**src/hdl/rerm_pkg.sv**
```systemverilog
package rerm_pkg;

    localparam int AVG_W     = 17;
    localparam int PCT_W     = 14;
    localparam int DIV_NUM_W = 49;
    localparam int DIV_DEN_W = 33;
    localparam int DIV_CNT_W = 6;

    localparam logic [AVG_W-1:0] ALPHA_ONE     = 17'd65536;
    localparam logic [15:0]      WINDOW_RESET  = 16'd1000;
    localparam logic [9:0]       US_PER_MS     = 10'd1000;
    localparam logic [13:0]      PCT_SCALE     = 14'd10000;
    localparam logic [15:0]      ROUND_HALF    = 16'h8000;

    localparam logic CMD_SAMPLE = 1'b0;
    localparam logic CMD_CLEAR  = 1'b1;

    localparam logic [2:0] ADDR_WINDOW = 3'd0;

    typedef struct packed {
        logic [AVG_W-1:0] low;
        logic [AVG_W-1:0] high;
    } avg_pair_t;

endpackage

```
**src/hdl/range_excursion_rate_monitor.sv**
```systemverilog
// Range excursion rate monitor.
// Input channel (in_valid / in_stall) carries one item: a command, a raw value
// with its expected minimum and maximum, a channel number and elapsed time.
// A sample item yields the value normalised to its range (Q16.16, saturated),
// the fractional part of its magnitude, and the updated below-range and
// above-range rates of that channel in hundredths of a percent. A clear item
// zeroes every channel's averages and yields an all-zero result.
// Output channel (out_valid / out_stall) carries one result item per input item.
// A sample item passes through two 49-step shift-subtract divisions in one shared
// divider (normalisation, then averaging weight), followed by a read-modify-write
// of the channel's entry in the average memory. The next item can be accepted in
// the same cycle as the result appears. A zero range skips the first division, a
// channel outside the table skips the second and yields zero rates with pct_valid
// low; a clear item goes from acceptance straight to the last step, where it
// waits for the output register.
// One item is worked on at a time; in_stall is high while it is in flight.
// The finished result sits in an output register, so the next item is accepted
// while the receiver stalls; that item then holds in its last step until the
// register frees. Reset sets window_ms to 1000 ms and marks every average zero.
// window_ms sits at byte address 0 of the APB port.
module range_excursion_rate_monitor
    import rerm_pkg::*;
#(
    parameter  int CHANNELS = 16,
    localparam int CH_W     = (CHANNELS > 1) ? $clog2(CHANNELS) : 1
)
(
    input  logic               clk,
    input  logic               rst_n,
    input  logic               psel,
    input  logic               penable,
    input  logic               pwrite,
    input  logic [2:0]         paddr,
    input  logic [31:0]        pwdata,
    output logic [31:0]        prdata,
    output logic               pready,
    input  logic               in_valid,
    output logic               in_stall,
    input  logic               command,
    input  logic signed [31:0] raw_value,
    input  logic signed [31:0] min_value,
    input  logic signed [31:0] max_value,
    input  logic [7:0]         channel,
    input  logic [19:0]        dt_us,
    output logic               out_valid,
    input  logic               out_stall,
    output logic signed [31:0] unwrapped,
    output logic [15:0]        wrapped,
    output logic [PCT_W-1:0]   low_pct,
    output logic [PCT_W-1:0]   high_pct,
    output logic               pct_valid
);

    typedef enum logic [3:0] {
        S_IDLE,
        S_PREP,
        S_DIVQ,
        S_SATQ,
        S_DIVA,
        S_MUL,
        S_ACC,
        S_PCT,
        S_FIN
    } state_t;

    state_t state_reg;

    logic [15:0] window_reg;

    logic signed [31:0] raw_reg;
    logic signed [31:0] min_reg;
    logic signed [31:0] max_reg;
    logic [7:0]         channel_reg;
    logic [19:0]        dt_reg;

    logic               zero_range_reg;
    logic               neg_reg;
    logic [25:0]        alpha_den_reg;
    logic [AVG_W-1:0]   alpha_reg;
    logic               hit_low_reg;
    logic               hit_high_reg;
    logic [2*AVG_W-1:0] prod_low_reg;
    logic [2*AVG_W-1:0] prod_high_reg;
    logic [AVG_W-1:0]   avg_low_reg;
    logic [AVG_W-1:0]   avg_high_reg;

    logic signed [31:0] res_unwrapped_reg;
    logic [15:0]        res_wrapped_reg;
    logic [PCT_W-1:0]   res_low_reg;
    logic [PCT_W-1:0]   res_high_reg;
    logic               res_valid_reg;

    logic               out_valid_reg;
    logic signed [31:0] out_unwrapped_reg;
    logic [15:0]        out_wrapped_reg;
    logic [PCT_W-1:0]   out_low_reg;
    logic [PCT_W-1:0]   out_high_reg;
    logic               out_pct_valid_reg;

    logic                 div_start_reg;
    logic [DIV_NUM_W-1:0] div_num_reg;
    logic [DIV_DEN_W-1:0] div_den_reg;
    logic                 div_done;
    logic [DIV_NUM_W-1:0] div_quo;

    logic       in_accept;
    logic       cfg_write;
    logic       mem_clear;
    avg_pair_t  mem_rd;
    avg_pair_t  mem_wr;
    logic       mem_wr_en;
    logic       in_table;
    logic [CH_W-1:0] ch_idx;

    logic signed [32:0] diff_s;
    logic signed [32:0] range_s;
    logic [32:0]        diff_mag;
    logic [32:0]        range_mag;
    logic [15:0]        window_eff;

    logic [DIV_NUM_W-1:0] quo_mag;
    logic                 quo_neg;
    logic [31:0]          mag_sat;

    logic [AVG_W-1:0]     one_minus_alpha;
    logic [2*AVG_W:0]     sum_low;
    logic [2*AVG_W:0]     sum_high;
    logic [30:0]          pct_low_sum;
    logic [30:0]          pct_high_sum;

    assign in_accept = in_valid && !in_stall;
    assign in_stall  = (state_reg != S_IDLE);
    assign cfg_write = psel && penable && pwrite && pready;
    assign pready    = 1'b1;
    assign prdata    = (paddr[2] == ADDR_WINDOW[2]) ? {16'd0, window_reg} : 32'd0;

    always_ff @(posedge clk or negedge rst_n)
    begin
        if (!rst_n)
        begin
            window_reg <= WINDOW_RESET;
        end
        else if (cfg_write && (paddr[2] == ADDR_WINDOW[2]))
        begin
            window_reg <= pwdata[15:0];
        end
    end

    assign in_table   = ({1'b0, channel_reg} < 9'(CHANNELS));
    assign ch_idx     = channel_reg[CH_W-1:0];
    assign mem_clear  = in_accept && (command == CMD_CLEAR);

    assign diff_s     = {raw_reg[31], raw_reg} - {min_reg[31], min_reg};
    assign range_s    = {max_reg[31], max_reg} - {min_reg[31], min_reg};
    assign diff_mag   = diff_s[32] ? 33'(-diff_s) : 33'(diff_s);
    assign range_mag  = range_s[32] ? 33'(-range_s) : 33'(range_s);
    assign window_eff = (window_reg == 16'd0) ? 16'd1 : window_reg;

    // saturate the quotient magnitude to the signed 32-bit range
    assign quo_mag = zero_range_reg ? '0 : div_quo;
    assign quo_neg = neg_reg && !zero_range_reg;
    always_comb
    begin
        if (quo_neg)
        begin
            mag_sat = (quo_mag > DIV_NUM_W'(33'h0_8000_0000)) ? 32'h8000_0000 : quo_mag[31:0];
        end
        else
        begin
            mag_sat = (quo_mag > DIV_NUM_W'(33'h0_7FFF_FFFF)) ? 32'h7FFF_FFFF : quo_mag[31:0];
        end
    end

    assign one_minus_alpha = ALPHA_ONE - alpha_reg;

    assign sum_low  = {1'b0, prod_low_reg}
                    + (hit_low_reg ? {2'b0, alpha_reg, 16'd0} : '0)
                    + (2*AVG_W+1)'(ROUND_HALF);
    assign sum_high = {1'b0, prod_high_reg}
                    + (hit_high_reg ? {2'b0, alpha_reg, 16'd0} : '0)
                    + (2*AVG_W+1)'(ROUND_HALF);

    assign mem_wr.low  = sum_low[AVG_W+15:16];
    assign mem_wr.high = sum_high[AVG_W+15:16];
    assign mem_wr_en   = (state_reg == S_ACC);

    assign pct_low_sum  = 31'(avg_low_reg) * 31'(PCT_SCALE) + 31'(ROUND_HALF);
    assign pct_high_sum = 31'(avg_high_reg) * 31'(PCT_SCALE) + 31'(ROUND_HALF);

    always_ff @(posedge clk or negedge rst_n)
    begin
        if (!rst_n)
        begin
            state_reg         <= S_IDLE;
            div_start_reg     <= 1'b0;
            out_valid_reg     <= 1'b0;
            raw_reg           <= '0;
            min_reg           <= '0;
            max_reg           <= '0;
            channel_reg       <= '0;
            dt_reg            <= '0;
            zero_range_reg    <= 1'b0;
            neg_reg           <= 1'b0;
            alpha_den_reg     <= '0;
            alpha_reg         <= '0;
            hit_low_reg       <= 1'b0;
            hit_high_reg      <= 1'b0;
            prod_low_reg      <= '0;
            prod_high_reg     <= '0;
            avg_low_reg       <= '0;
            avg_high_reg      <= '0;
            div_num_reg       <= '0;
            div_den_reg       <= '0;
            res_unwrapped_reg <= '0;
            res_wrapped_reg   <= '0;
            res_low_reg       <= '0;
            res_high_reg      <= '0;
            res_valid_reg     <= 1'b0;
            out_unwrapped_reg <= '0;
            out_wrapped_reg   <= '0;
            out_low_reg       <= '0;
            out_high_reg      <= '0;
            out_pct_valid_reg <= 1'b0;
        end
        else
        begin
            div_start_reg <= 1'b0;
            if (out_valid_reg && !out_stall && (state_reg != S_FIN))
            begin
                out_valid_reg <= 1'b0;
            end

            case (state_reg)
                S_IDLE:
                begin
                    if (in_accept)
                    begin
                        raw_reg     <= raw_value;
                        min_reg     <= min_value;
                        max_reg     <= max_value;
                        channel_reg <= channel;
                        dt_reg      <= dt_us;
                        if (command == CMD_CLEAR)
                        begin
                            res_unwrapped_reg <= '0;
                            res_wrapped_reg   <= '0;
                            res_low_reg       <= '0;
                            res_high_reg      <= '0;
                            res_valid_reg     <= 1'b0;
                            state_reg         <= S_FIN;
                        end
                        else
                        begin
                            state_reg <= S_PREP;
                        end
                    end
                end

                S_PREP:
                begin
                    zero_range_reg <= (range_s == '0);
                    neg_reg        <= diff_s[32] ^ range_s[32];
                    alpha_den_reg  <= 26'(window_eff) * 26'(US_PER_MS);
                    div_num_reg    <= {diff_mag, 16'd0};
                    div_den_reg    <= range_mag;
                    if (range_s == '0)
                    begin
                        state_reg <= S_SATQ;
                    end
                    else
                    begin
                        div_start_reg <= 1'b1;
                        state_reg     <= S_DIVQ;
                    end
                end

                S_DIVQ:
                begin
                    if (div_done)
                    begin
                        state_reg <= S_SATQ;
                    end
                end

                S_SATQ:
                begin
                    res_unwrapped_reg <= quo_neg ? 32'(-mag_sat) : mag_sat;
                    res_wrapped_reg   <= mag_sat[15:0];
                    hit_low_reg       <= quo_neg && (quo_mag != '0);
                    hit_high_reg      <= !quo_neg && (quo_mag > DIV_NUM_W'(ALPHA_ONE));
                    if (in_table)
                    begin
                        div_num_reg   <= DIV_NUM_W'({dt_reg, 16'd0});
                        div_den_reg   <= DIV_DEN_W'(alpha_den_reg);
                        div_start_reg <= 1'b1;
                        state_reg     <= S_DIVA;
                    end
                    else
                    begin
                        res_low_reg   <= '0;
                        res_high_reg  <= '0;
                        res_valid_reg <= 1'b0;
                        state_reg     <= S_FIN;
                    end
                end

                S_DIVA:
                begin
                    if (div_done)
                    begin
                        alpha_reg <= (div_quo > DIV_NUM_W'(ALPHA_ONE)) ? ALPHA_ONE
                                                                       : div_quo[AVG_W-1:0];
                        state_reg <= S_MUL;
                    end
                end

                S_MUL:
                begin
                    prod_low_reg  <= (2*AVG_W)'(mem_rd.low) * (2*AVG_W)'(one_minus_alpha);
                    prod_high_reg <= (2*AVG_W)'(mem_rd.high) * (2*AVG_W)'(one_minus_alpha);
                    state_reg     <= S_ACC;
                end

                S_ACC:
                begin
                    avg_low_reg  <= mem_wr.low;
                    avg_high_reg <= mem_wr.high;
                    state_reg    <= S_PCT;
                end

                S_PCT:
                begin
                    res_low_reg   <= pct_low_sum[PCT_W+15:16];
                    res_high_reg  <= pct_high_sum[PCT_W+15:16];
                    res_valid_reg <= 1'b1;
                    state_reg     <= S_FIN;
                end

                S_FIN:
                begin
                    if (!out_valid_reg || !out_stall)
                    begin
                        out_valid_reg     <= 1'b1;
                        out_unwrapped_reg <= res_unwrapped_reg;
                        out_wrapped_reg   <= res_wrapped_reg;
                        out_low_reg       <= res_low_reg;
                        out_high_reg      <= res_high_reg;
                        out_pct_valid_reg <= res_valid_reg;
                        state_reg         <= S_IDLE;
                    end
                end

                default:
                begin
                    state_reg <= S_IDLE;
                end
            endcase
        end
    end

    rerm_divider u_divider (
        .clk   (clk),
        .rst_n (rst_n),
        .start (div_start_reg),
        .num   (div_num_reg),
        .den   (div_den_reg),
        .done  (div_done),
        .quo   (div_quo)
    );

    rerm_avg_mem #(
        .DEPTH (CHANNELS)
    ) u_avg_mem (
        .clk     (clk),
        .rst_n   (rst_n),
        .clear   (mem_clear),
        .rd_addr (ch_idx),
        .rd_data (mem_rd),
        .wr_en   (mem_wr_en),
        .wr_addr (ch_idx),
        .wr_data (mem_wr)
    );

    assign out_valid = out_valid_reg;
    assign unwrapped = out_unwrapped_reg;
    assign wrapped   = out_wrapped_reg;
    assign low_pct   = out_low_reg;
    assign high_pct  = out_high_reg;
    assign pct_valid = out_pct_valid_reg;

endmodule

```
**src/hdl/rerm_divider.sv**
```systemverilog
module rerm_divider
    import rerm_pkg::*;
(
    input  logic                 clk,
    input  logic                 rst_n,
    input  logic                 start,
    input  logic [DIV_NUM_W-1:0] num,
    input  logic [DIV_DEN_W-1:0] den,
    output logic                 done,
    output logic [DIV_NUM_W-1:0] quo
);

    logic [DIV_DEN_W-1:0] rem_reg;
    logic [DIV_NUM_W-1:0] quo_reg;
    logic [DIV_DEN_W-1:0] den_reg;
    logic [DIV_CNT_W-1:0] cnt_reg;
    logic                 busy_reg;
    logic                 done_reg;

    logic [DIV_DEN_W:0]   trial;
    logic                 fits;
    logic [DIV_DEN_W:0]   diff;

    assign trial = {rem_reg, quo_reg[DIV_NUM_W-1]};
    assign fits  = (trial >= {1'b0, den_reg});
    assign diff  = trial - {1'b0, den_reg};

    always_ff @(posedge clk or negedge rst_n)
    begin
        if (!rst_n)
        begin
            busy_reg <= 1'b0;
            done_reg <= 1'b0;
            cnt_reg  <= '0;
        end
        else
        begin
            done_reg <= 1'b0;
            if (start)
            begin
                busy_reg <= 1'b1;
                cnt_reg  <= DIV_CNT_W'(DIV_NUM_W);
            end
            else if (busy_reg)
            begin
                cnt_reg <= cnt_reg - 1'b1;
                if (cnt_reg == DIV_CNT_W'(1))
                begin
                    busy_reg <= 1'b0;
                    done_reg <= 1'b1;
                end
            end
        end
    end

    // shift one quotient bit in per cycle
    always_ff @(posedge clk)
    begin
        if (start)
        begin
            rem_reg <= '0;
            quo_reg <= num;
            den_reg <= den;
        end
        else if (busy_reg)
        begin
            rem_reg <= fits ? diff[DIV_DEN_W-1:0] : trial[DIV_DEN_W-1:0];
            quo_reg <= {quo_reg[DIV_NUM_W-2:0], fits};
        end
    end

    assign done = done_reg;
    assign quo  = quo_reg;

endmodule

```
**src/hdl/rerm_avg_mem.sv**
```systemverilog
module rerm_avg_mem
    import rerm_pkg::*;
#(
    parameter  int DEPTH = 16,
    localparam int AW    = (DEPTH > 1) ? $clog2(DEPTH) : 1
)
(
    input  logic          clk,
    input  logic          rst_n,
    input  logic          clear,
    input  logic [AW-1:0] rd_addr,
    output avg_pair_t     rd_data,
    input  logic          wr_en,
    input  logic [AW-1:0] wr_addr,
    input  avg_pair_t     wr_data
);

    avg_pair_t        mem [DEPTH];
    avg_pair_t        mem_q_reg;
    logic [DEPTH-1:0] valid_reg;
    logic             rd_valid_reg;

    always_ff @(posedge clk)
    begin
        if (wr_en)
        begin
            mem[wr_addr] <= wr_data;
        end
        mem_q_reg <= mem[rd_addr];
    end

    // an entry not written since reset or clear reads as zero
    always_ff @(posedge clk or negedge rst_n)
    begin
        if (!rst_n)
        begin
            valid_reg    <= '0;
            rd_valid_reg <= 1'b0;
        end
        else
        begin
            if (clear)
            begin
                valid_reg <= '0;
            end
            else if (wr_en)
            begin
                valid_reg[wr_addr] <= 1'b1;
            end
            rd_valid_reg <= valid_reg[rd_addr];
        end
    end

    assign rd_data = rd_valid_reg ? mem_q_reg : '0;

endmodule

```
**config.mk**
```make
export PLATFORM = sky130hd
export DESIGN_NAME = range_excursion_rate_monitor
export DESIGN_NICKNAME = d
export VERILOG_FILES = /design/src/hdl/rerm_pkg.sv /design/src/hdl/range_excursion_rate_monitor.sv /design/src/hdl/rerm_divider.sv /design/src/hdl/rerm_avg_mem.sv
export SDC_FILE = /design/constraint.sdc
export NUM_CORES = 2
export LEC_CHECK = 0
export ABC_CLOCK_PERIOD_IN_PS = 23000
export BUFFER_PORTS_ARGS = -buffer_cell sky130_fd_sc_hd__buf_2
export CORE_MARGIN = 3
export CORE_UTILIZATION = 35
export DETAILED_ROUTE_END_ITERATION = 16
export GPL_ROUTABILITY_DRIVEN = 0
export GPL_TIMING_DRIVEN = 0
export PLACE_DENSITY = 0.56
export SETUP_SLACK_MARGIN = 0.05
export SYNTH_ARGS = -nofsm -noshare
export SYNTH_HDL_FRONTEND = slang
export SYNTH_SLANG_ARGS = --single-unit
```
**constraint.sdc**
```tcl
create_clock -name clk -period 23 [get_ports clk]
set_input_delay 6.9 -clock clk [delete_from_list [all_inputs] [get_ports clk]]
set_output_delay 6.9 -clock clk [all_outputs]
set_load 0.005 [all_outputs]
```
==> results by stage <==
Run:
- Across the run, the number of max-cap violations was 2.

STA:
- The worst hold slack is about 440 ps.
- Setup repair after global routing left no endpoint under its margin.
- For the pin with the worst max-slew slack, the measured transition is 1500 ps.
- The worst slew slack as a fraction of its limit is -0.706%.
- After layout, the worst path uses roughly 64% of the clock period.
- The setup-violating endpoint count in the final report is 0.
- For the finished layout, the period the worst path requires is between 10000 and 15000 ps.
- The maximum clock frequency is around 0.07 GHz.
- The final max-slew violation count was 1.
- Between clock sinks in the finished design, the worst skew comes to ~26 ps.
- The total negative slack is 0 ps.
- The count of endpoints failing hold in the final timing report is 0.

Synthesis:
- The mean instance size in the synthesized netlist is approximately 11 um2.
- The combinational family with the most area after synthesis is adder cells.
- Sorting the synthesized cells by area gives the leading types as sky130_fd_sc_hd__edfxtp_1 (23%), sky130_fd_sc_hd__dfrtp_1 (15%), sky130_fd_sc_hd__fa_1 (14%).
- The fraction of the yosys area taken by sequential cells is slightly above 40%.
- The synthesized netlist devotes under 10% of its cell area to compound gates.
- The xor/xnor share of the synthesized area is under 10%.
- The number of warnings issued by yosys is 0.
- The share of synthesized cell area in and, or, nand and nor gates is about a tenth.
- The commonest cells after synthesis are sky130_fd_sc_hd__inv_1 (1034), sky130_fd_sc_hd__nand2_1 (767), sky130_fd_sc_hd__edfxtp_1 (626).
- sky130_fd_sc_hd__inv_1 is the most common cell in the netlist.
- The count of unique library cells instantiated by Yosys is 109.
- The biggest area contributor in the post-synthesis netlist is sky130_fd_sc_hd__edfxtp_1.
- After Yosys synthesis, full adders, half adders and majority gates account for between 20% and 30% of the synthesized area.
- The cell area after synthesis is slightly above 0.08 mm2.
- The prevailing post-synth register cell is sky130_fd_sc_hd__edfxtp_1.
- In the synthesized netlist, mux cells make up just under 9% of the area.
- Synthesis inferred 1196 register bits.
- After synthesis, the largest area contributor takes up 23.2% of total cell area.
- Of all flip-flops after synthesis, the portion carrying an async set or reset was a little over two fifths.
- Counting flops with a built-in enable in the synthesized netlist gives ~630.
- The post-synthesis instance total is roughly 7300.

GRT:
- The remaining global-route overflow is 0.
- The maximum number of pins on one net before global-route repair is between 100 and 150.
- In the global route stage, met3 resource usage came out at under 10%.
- The first global-routing pass estimated 355000 um of wire.
- The busiest metal layer after global routing is met2.
- Global routing consumed, on the met2 layer, 31.4% of the routing resources.
- The routing usage on met1 is between 20% and 30%.
- The via count of the first global-routing pass was between 50000 and 60000.
- The total routing usage reported by global routing is between 10% and 20%.
- The initial antenna violation count is 16.

CTS:
- The clock passes through at most 3 buffers.
- The post-CTS setup buffer count is 0.
- The number of gates resized after CTS was 0.
- TritonCTS built the clock tree.
- Clock-pin slew was measured on the worst setup and hold paths at ~60 ps.
- CTS saw 1196 sinks.
- The number of hold buffers added after CTS was 0.
- Counting the buffers created by CTS gives between 100 and 150.
- The clock latency on the worst-skew pair is 780 ps.
- The clock tree synthesis step divided the H-tree into 4 levels.
- In this run the clock root is driven by a sky130_fd_sc_hd__clkbuf_16.

Route:
- The routed wire length is between 200000 and 250000 um.
- After detailed routing, the number of remaining DRC violations is 0.
- The final antenna-violating net count is 0.
- The first detailed-routing pass ran for 6 iterations.
- For this block, the initial DRC count from the detailed router was 4301.
- The via density per instance is roughly 5.
- The detail-routed net length per standard cell is approximately 21 um.
- The total via count in the routed design is 56100.

Worst setup path:
- The slowest stage of the critical path belongs to the cell sky130_fd_sc_hd__clkbuf_1.
- The number of buffers and inverters on the critical path is 3.
- The kind of cell adding the most delay to the critical path is buffers and inverters.
- STA classifies the critical path startpoint as an input port.
- The library cell appearing most often on the critical path is sky130_fd_sc_hd__clkbuf_1.
- The maximum net fanout on the critical path is 10.
- The largest single stage delay on the critical path is between 300 and 400 ps.
- The critical path required time is between 15000 and 20000 ps.
- The category of the worst setup path capture point is a primary output.
- Data on the critical path arrives at its endpoint at around 8000 ps.
- The critical path goes through clkbuf_1 > clkbuf_1 > nor2_1 > buf_2.
- The type of the setup path with the least slack is in -> out.
- Tracing the worst setup path back leads to its startpoint at paddr[2].
- The worst flop-to-flop path startpoint is alpha_reg[0].

Die:
- The core region is 0.229 mm2.
- 279 I/O pins were placed.
- The die is 487 um wide.
- Once the floorplan was initialized, standard cells occupied 35.4% of the core.
- The die covers between 0.2 and 0.25 mm2.
- The number of placement rows is approximately 180.
- Measured along the y axis, the die boundary spans 487 um.

Power:
- Summed over all nets, the switching power comes to 4.52 mW.
- The total power is about 11 mW.
- Across the VDD grid, the largest voltage drop is ~0.13 mV.
- The share of total power in sequential cells is 27.7%.
- The switching part of the total power is between 40% and 50%.
- The clock network fraction of design power is between 20% and 30%.
- In this run the static leakage power is ~40 nW.
- The power density of the placed cells is around 120 mW/mm2.
- Combinational cells account for 51.5% of the total power.
- Internal power comes to approximately 6.1 mW.

Layout:
- The number of fillers in the final layout is between 20000 and 25000.
- In the final design database the tool counted approximately 9000 nets.
- Compared with the post-synthesis result, the final layout area differs by 13.6%.
- Cells with a size suffix above 1 make up between 10% and 20% of the layout.
- The register with the most flip-flops in the layout has 544 of them.

Run status:
- The run finished, with violations left.
- The checks that failed: max-capacitance violations, max-slew violations.

Placed design:
- Detailed placement finished with a half-perimeter wire length of 183000 um.
- The count of port buffers added during placement is between 200 and 250.

Min path:
- The origin of the worst min-delay path is div_den_reg[11].
- The path class of the tightest hold or removal check is reg -> reg.
[cells by family (layout without fill, tap and decap cells)]
group                      count (synthesis)  after routing
AOI/OAI and AO/OA                       1058           1058
xor gates and xnor gates                 324            324
adders and majority gates               1116           1116
buffers and inverters                   1353           1902
DFF                                     1196           1196
muxes                                    452            452
other                                      2             21
and+or+nand+nor                         1815           1815
[worst register-to-register path: cells and delay by family (launching register included)]
family,cells,cell delay [ps]
adder cells (fa/ha/maj),8,3560
AO/OA/AOI/OAI,11,2930
buffers and inverters,6,1740
AND/OR/NAND/NOR,6,1600
XOR/XNOR,1,1150
flip-flops,1,540
[power by group through the flow]
stage	clock (mW)	sequential, mW	combinational, mW
2_1_floorplan	0	2.85	4.03
3_3_place_gp	0	2.99	5.35
3_5_place_dp	0	2.99	5.45
4_1_cts	2.27	2.95	5.48
5_1_grt	2.35	2.99	6.09
6_report	2.22	2.95	5.48
[worst paths after layout]
kind	to	slack, ps	cells after the start
max	prdata[11]	8310	4
min	u_divider.den_reg[11]	440	0
max reg2reg	prod_low_reg[31]	11350	32
min reg2reg	u_divider.den_reg[11]	440	0
max in group asynchronous	res_unwrapped_reg[2]	15380	3
min in group asynchronous	window_reg[15]	6080	1
[final cells by class]
type	instances	area, um2	share of cell area [%]
multi-input combinational	4782	43500	47.3
sequential	1196	32700	35.6
clock buffer	192	3890	4.23
inverter	1034	3880	4.22
tap	3009	3760	4.09
timing repair buffer	301	2220	2.41
buffer	319	1280	1.39
clock inverter	56	727	0.790
antenna	4	10.0	0.0109
[layout by cell type (no fill, tap or decap), drive strengths merged, types with 36 or more instances in the layout]
cell       n
edfxtp   626
o21a      45
buf      357
dfrtp    497
and2      93
xor2     130
a22o      36
a211oi    40
nor2     514
nand2b    41
mux4     175
and3      43
mux2     273
a31oi     37
a21oi    256
a21o      94
ha       539
fa       573
nor2b     51
nand3     64
o21ai    343
nor3      84
dfxtp     67
nand2    768
inv     1039
clkbuf   455
xnor2    194
[routing by layer]
metal | wire [um] | up-vias
met5 | 0 | -
met4 | 7800 | 0
met3 | 15000 | 365
met2 | 108000 | 1713
met1 | 103000 | 28400
li1 | - | 25600
[stage by stage]
stage / utilization (%) / worst slack (ps) / instance area, um2 / cells
floorplan: - / 8630 / 81000 / 7331
global placement: 37.6 / 4420 / 86000 / 10600
detailed placement: 38.2 / 8290 / 87300 / 10600
CTS: 40.2 / 8280 / 91900 / 10900
global route: 40.2 / 8210 / 92000 / 10900
finish: 40.2 / 8310 / 92000 / 10900
No activity file was read; power rests on OpenSTA's default activity.
